==> config.mk <==
export PLATFORM = sky130hd
export DESIGN_NAME = pcs_ctrl
export DESIGN_NICKNAME = d
export VERILOG_FILES = /design/src/pcs_pkg.sv /design/src/pcs_ctrl.sv
export SDC_FILE = /design/constraint.sdc
export NUM_CORES = 1
export LEC_CHECK = 0
export ABC_AREA = 1
export CELL_PAD_IN_SITES_DETAIL_PLACEMENT = 0
export CELL_PAD_IN_SITES_GLOBAL_PLACEMENT = 1
export CORE_ASPECT_RATIO = 1.2
export CORE_MARGIN = 2
export CORE_UTILIZATION = 30
export CTS_BUF_LIST = sky130_fd_sc_hd__clkbuf_4 sky130_fd_sc_hd__clkbuf_8 sky130_fd_sc_hd__clkbuf_16
export DETAILED_ROUTE_END_ITERATION = 7
export DONT_BUFFER_PORTS = 1
export GPL_ROUTABILITY_DRIVEN = 1
export MAX_ROUTING_LAYER = met4
export PLACE_DENSITY_LB_ADDON = 0.1
export SYNTH_ARGS = -nofsm -noshare
export SYNTH_HDL_FRONTEND = slang
export SYNTH_SLANG_ARGS = --single-unit
==> constraint.sdc <==
create_clock -name clock -period 1.5 [get_ports clock]
set_input_delay 0.15 -clock clock [delete_from_list [all_inputs] [get_ports clock]]
set_output_delay 0.15 -clock clock [all_outputs]
set_load 0.1 [all_outputs]
==> src/pcs_pkg.sv <==
// ---------------------------------------------------------------------------
// pcs_pkg: shared types and constants for the pairwise cosine similarity block
// Transaction payloads, register indexes and the controller/datapath interface.
// ---------------------------------------------------------------------------
`timescale 1ns / 1ps

package pcs_pkg;

   localparam int DEF_MAX_ITEMS   = 64;
   localparam int DEF_MAX_USERS   = 256;
   localparam int DEF_RATING_BITS = 8;

   localparam logic KIND_LOAD = 1'b0;
   localparam logic KIND_ROW  = 1'b1;

   localparam int CSR_INDEX_W = 1;
   localparam int CSR_DATA_W  = 9;
   localparam logic [CSR_INDEX_W-1:0] CSR_ITEM_COUNT = 1'b0;
   localparam logic [CSR_INDEX_W-1:0] CSR_USER_COUNT = 1'b1;

   localparam logic [6:0] ITEM_COUNT_RESET = 7'd64;
   localparam logic [8:0] USER_COUNT_RESET = 9'd256;

   // Q1.15 search: 16 result bits, upper bound of the magnitude is 1.0.
   localparam logic [3:0]  SEARCH_TOP_BIT = 4'd15;
   localparam logic [15:0] Q15_ONE       = 16'd32768;
   localparam logic [15:0] Q15_MAX       = 16'd32767;

   typedef struct packed {
      logic              kind;
      logic [5:0]        item_index;
      logic [7:0]        user_index;
      logic signed [7:0] rating_value;
   } req_type;

   typedef struct packed {
      logic [11:0]        pair_index;
      logic [5:0]         other_item;
      logic signed [15:0] similarity;
      logic               zero_norm;
      logic               last_of_row;
   } rsp_type;

   typedef struct packed {
      logic clr;
      logic load;
      logic row_start;
      logic pair_start;
      logic issue;
      logic prep;
      logic sq;
      logic mlo;
      logic mhi;
      logic cmp;
      logic emit;
      logic next_v;
   } cmd_type;

   typedef struct packed {
      logic clr_last;
      logic is_row;
      logic row_ok;
      logic issue_last;
      logic pipe_busy;
      logic zero_norm;
      logic last_bit;
      logic out_free;
      logic last_v;
   } sts_type;

endpackage

==> src/pcs_ctrl.sv <==
// ---------------------------------------------------------------------------
// pcs_ctrl: sequencer of the similarity block
// Runs the clearing pass, loads, the per-pair accumulate and the Q1.15 search.
// ---------------------------------------------------------------------------
`timescale 1ns / 1ps

module pcs_ctrl (
   input  logic             clock,
   input  logic             reset,
   input  logic             req_valid,
   output logic             req_stall,
   input  pcs_pkg::sts_type sts,
   output pcs_pkg::cmd_type cmd
);

   typedef enum logic [3:0] {
      ST_CLEAR, ST_IDLE, ST_MAC, ST_DRAIN, ST_PREP,
      ST_SQ, ST_MLO, ST_MHI, ST_CMP, ST_EMIT
   } state_type;

   state_type state_ff, state_in;

   always_comb begin
      cmd      = '0;
      state_in = state_ff;
      unique case (state_ff)
         ST_CLEAR: begin
            cmd.clr = 1'b1;
            if (sts.clr_last) state_in = ST_IDLE;
         end
         ST_IDLE: begin
            if (req_valid) begin
               if (!sts.is_row) begin
                  cmd.load = 1'b1;
               end else if (sts.row_ok) begin
                  cmd.row_start  = 1'b1;
                  cmd.pair_start = 1'b1;
                  state_in       = ST_MAC;
               end
            end
         end
         ST_MAC: begin
            cmd.issue = 1'b1;
            if (sts.issue_last) state_in = ST_DRAIN;
         end
         ST_DRAIN: begin
            if (!sts.pipe_busy) state_in = ST_PREP;
         end
         ST_PREP: begin
            cmd.prep = 1'b1;
            state_in = sts.zero_norm ? ST_EMIT : ST_SQ;
         end
         ST_SQ: begin
            cmd.sq   = 1'b1;
            state_in = ST_MLO;
         end
         ST_MLO: begin
            cmd.mlo  = 1'b1;
            state_in = ST_MHI;
         end
         ST_MHI: begin
            cmd.mhi  = 1'b1;
            state_in = ST_CMP;
         end
         ST_CMP: begin
            cmd.cmp  = 1'b1;
            state_in = sts.last_bit ? ST_EMIT : ST_SQ;
         end
         ST_EMIT: begin
            if (sts.out_free) begin
               cmd.emit = 1'b1;
               if (sts.last_v) begin
                  state_in = ST_IDLE;
               end else begin
                  cmd.next_v     = 1'b1;
                  cmd.pair_start = 1'b1;
                  state_in       = ST_MAC;
               end
            end
         end
         default: state_in = ST_IDLE;
      endcase
   end

   assign req_stall = (state_ff != ST_IDLE);

   always_ff @(posedge clock) begin
      if (reset) begin
         state_ff <= ST_CLEAR;
      end else begin
         state_ff <= state_in;
      end
   end

endmodule

# [Word-level counts from Yosys, hierarchy flattened]
# Index checks and enable logic that the tools add are counted.
[word_totals] reg_bits=4 in_bits=12 elab_cells=48
[op_classes] n_eq_ne=17 muxes=28 n_reduce_logical=2
[ops] cell="$pmux W4 S10" count=1
[ops] cell="$mux W4" count=9
[ops] cell="$eq A4 B3 Y1 const B" count=4
[ops] cell="$ne A2 B2 Y1 const B" count=7
[ops] cell="$mux W2" count=6
[ops] cell="$mux W1" count=10
[ops] cell="$eq A4 B2 Y1 const B" count=2
[ops] cell="$eq A4 B4 Y1 const B" count=2
[ops] cell="$reduce_and A7 Y1" count=1
[ops] cell="$eq A4 B1 Y1 const B" count=1
[ops] cell="$logic_not A4 Y1" count=1
[ops] cell="$ne A4 B1 Y1 const B" count=1
[ops] cell="$mux W3" count=1
[ops] cell="$pmux W1 S2" count=1

# [Longest topological paths before layout]
[depth] word_depth=4 mapped_depth=10 ltp_nobuf=9

# [Worst setup path before layout]
# OpenSTA, ideal clock, no wires.
[synth_timing] kind="reg-to-output" startpoint="register state_ff[0]" endpoint="output cmd[8] in the netlist's numbering" arrival_time_ns=3.094 path_slack_ns=-1.744 path_stages_with_launch=7 n_path_buf=1 path_cell_list="dfxtp_1 > buf_6 > inv_2 > nor2_4 > nand2_2 > nor3_2 > or2_1"
[synth_lines] item="from (decl)" line="pcs_ctrl.sv:21" text="state_type state_ff, state_in;"
[synth_lines] item="from (signal assigned)" line="pcs_ctrl.sv:91" text="state_ff <= state_in;"
[synth_lines] item="to (decl)" line="pcs_ctrl.sv:13" text="output pcs_pkg::cmd_type cmd"

==> metrics <==
run status finished with violations; violated checks negative setup slack; P_sw between 0.9 and 1 mW; die area 1999 sq um; largest net degree at the start of global routing 9; clk_lat worst skew around 0.23 ns; Top FF cell, synth dfxtp_1; starting density of the core 0.3102; RePlAce Congestion 0.8358; fraction of power consumed by the clock network 0.079; routed len/inst 10.71 um; post-synthesis compound-gate area fraction 0.04030; gr usage total 0.1655; Crit Path Max Fanout 5; final total power about 1.6 mW; Synth cell types 17; CP arrival roughly 1.4 ns; Layout Skew ~0.0029 ns; # IOs 25; Hold Crit Class in -> reg; switching share of power 0.5811; share of cells above drive strength 1 0.5185; core area 1602 sq um; register area share after synthesis 0.1612; RSZ-0062 raised after global routing yes; residual DRC count 0; top post-synthesis cells by area dfxtp_1, nand2_1, inv_1; CP Cell Sequence inv_6 -> nor2_4 -> nand2_8 -> nor3_4 -> or2_4 -> buf_12; fmax approximately 660 MHz; part of the power in registers 0.132; Clock H-tree levels 1; Comb power frac 0.789; Leakage 0.4346 nW; Clock transition at path regs 0.04 ns; Mapped Cells 85; Yosys top cell area share 0.1612; top flop regs state_ff (4); post-layout min period 1.508 ns; vias in the first global route 578; synth warn 0; Power Density 1749 nW/um^2; DIE HEIGHT 48.58 um; Worst Setup Path Type reg -> out; Post-Synth XOR/XNOR Area 0; post-DP HPWL 1145 um; crit start category flip-flop; Area Overhead vs Synth 87.66%; post-layout worst setup margin -0.007892 ns; Crit. End Element output port; total grt overflow 0; Util after Layout 0.5820; register bit count reported by yosys 4; initial antenna violation count 0; adder-cell share of the synthesized area 0; Pint 0.6828 mW; maxcap violations 0; syn nets 97; Worst R2R Path Depth 9; r2r setup slk 0.20 ns; worst reg2reg endpoint state_ff[1]$_SDFFE_PP0P_; mux cell area share after synthesis 0; Reg area 90.09 sq um; cell taking the most area after synthesis dfxtp_1; Post-synth EDFFs 0; Routed Antenna Nets 0; First-pass DRT Iterations 4; Post-synth top cells nand2_1, inv_1, nor2_1, nand3_1, nor2_2; Synth Area in Simple Gates 0.6322; cts bufs inserted 3; Reg2Reg Launch Point state_ff[0]$_SDFFE_PP0P_; FFs w/ async S/R, synth 0; worst-margin pin slew 0.2771 ns; Slowest-stage cell, CP dfxtp_4; routed vias/inst 4.794; pre-CTS setup slack approximately 0.053 ns; met2 GRT Util 0.2630; largest family of logic cells by synthesized area simple AND/OR/NAND/NOR gates; Post-Syn Area per Cell 5.844 sq um; Max stage delay on crit path 0.38 ns; worst vdd ir 0.0008706 V; via count 604; final WL 1350 um; fin nets 122; Slew HR 0.8168; GR peak layer met2; IO Port Bufs 0; Setup-failing EPs final 1; fin crit share 1.005; CTS tree yes; Hold Violations, Final 0; met1 Use GR 0.2069; clock sinks 4; chip width 41.15 um; Crit path required time 1.35 ns; Longest Clk Path Bufs 2; CP Launch Point state_ff[0]$_SDFFE_PP0P_; most flop-heavy register state_ff; Initial DRC Count 10; standard-cell rows 16; CP Capture Point cmd[8]; n_diodes 0; first-pass GRT wire length 2318 um; Root Buffer clkbuf_4; top-count cell post-synth nand2_1; fill count 159; Final Slew Violations 0; met3 usage 0.04128; Multi-input gate area approximately 440 sq um; cell area after synthesis slightly below 500 sq um; max reg flops 4
-- how the worst min path moves through the flow --
stage,cells after the start,startpoint,to
global placement,1,reset,state_ff[2]$_SDFFE_PP0P_
CTS,3,reset,state_ff[0]$_SDFFE_PP0P_
finish,3,reset,state_ff[0]$_SDFFE_PP0P_
floorplan,1,reset,state_ff[2]$_SDFFE_PP0P_
global route,3,reset,state_ff[1]$_SDFFE_PP0P_
detailed placement,1,reset,state_ff[2]$_SDFFE_PP0P_
-- timing repair --
action | 4_1_cts | 5_1_grt
hold buffers | 1 | 0
setup endpoints to repair | 9 | 14
endpoints found under the hold margin | 2 | 0
pin swaps | 7 | 2
buffers inserted | 5 | 0
resized for setup | 9 | 7
-- logic make-up (layout without fill, tap and decap cells) --
group                  count (synthesis)  after routing
DFF                                    4              4
buffers and inverters                 18             41
AOI/OAI and AO/OA                      4              4
and+or+nand+nor                       59             59
-- metal layers --
layer	part of all wire	routed length, um	vias up
li1	-	-	312
met1	0.42	570	265
met2	0.51	686	27
met5	0	0	-
met4	0	0	0
met3	0.069	93	0
-- power by group through the flow --
stage               registers [mW]  logic, mW  clock network, mW
floorplan                    0.152      0.935                  0
global placement             0.200       1.20                  0
detailed placement           0.201       1.20                  0
CTS                          0.212       1.28              0.135
global route                 0.223       1.38              0.142
finish                       0.216       1.29              0.128
-- critical path, delay by kind of cell, from the launching register on --
family	cells	cell delay, ns
DFF	1	0.38
buffers and inverters	2	0.20
and+or+nand+nor	4	0.54
-- layout by cell type, fill, tap and decap left out, types with 3 or more instances in the layout --
| cell type | instances |
|---|---|
| buf_12 | 8 |
| buf_4 | 9 |
| clkbuf_4 | 3 |
| inv_1 | 14 |
| nand2_1 | 18 |
| nand3_1 | 8 |
| nand3_2 | 5 |
| nor2_1 | 7 |
| nor2_2 | 4 |
| nor2_4 | 8 |
| nor3_4 | 5 |
-- metrics by stage --
stage | cells | TNS [ns] | hold slack [ns] | instance area, sq um
floorplan | 85 | -4.247 | 0.2169 | 568.0
global placement | 117 | 0 | 0.2182 | 813.3
detailed placement | 117 | 0 | 0.2201 | 813.3
CTS | 126 | -0.09489 | 0.06283 | 912.1
global route | 126 | -0.1354 | 0.09125 | 932.1
finish | 126 | -0.007892 | 0.07148 | 932.1
-- cell type report --
cell class | count | share of cell area
multi-input combinational | 63 | 0.4738
timing repair buffer | 22 | 0.3114
clock buffer | 3 | 0.02416
tap | 18 | 0.02416
sequential | 4 | 0.09664
inverter | 16 | 0.06980
Note: power is estimated with default switching activity, not from simulation.
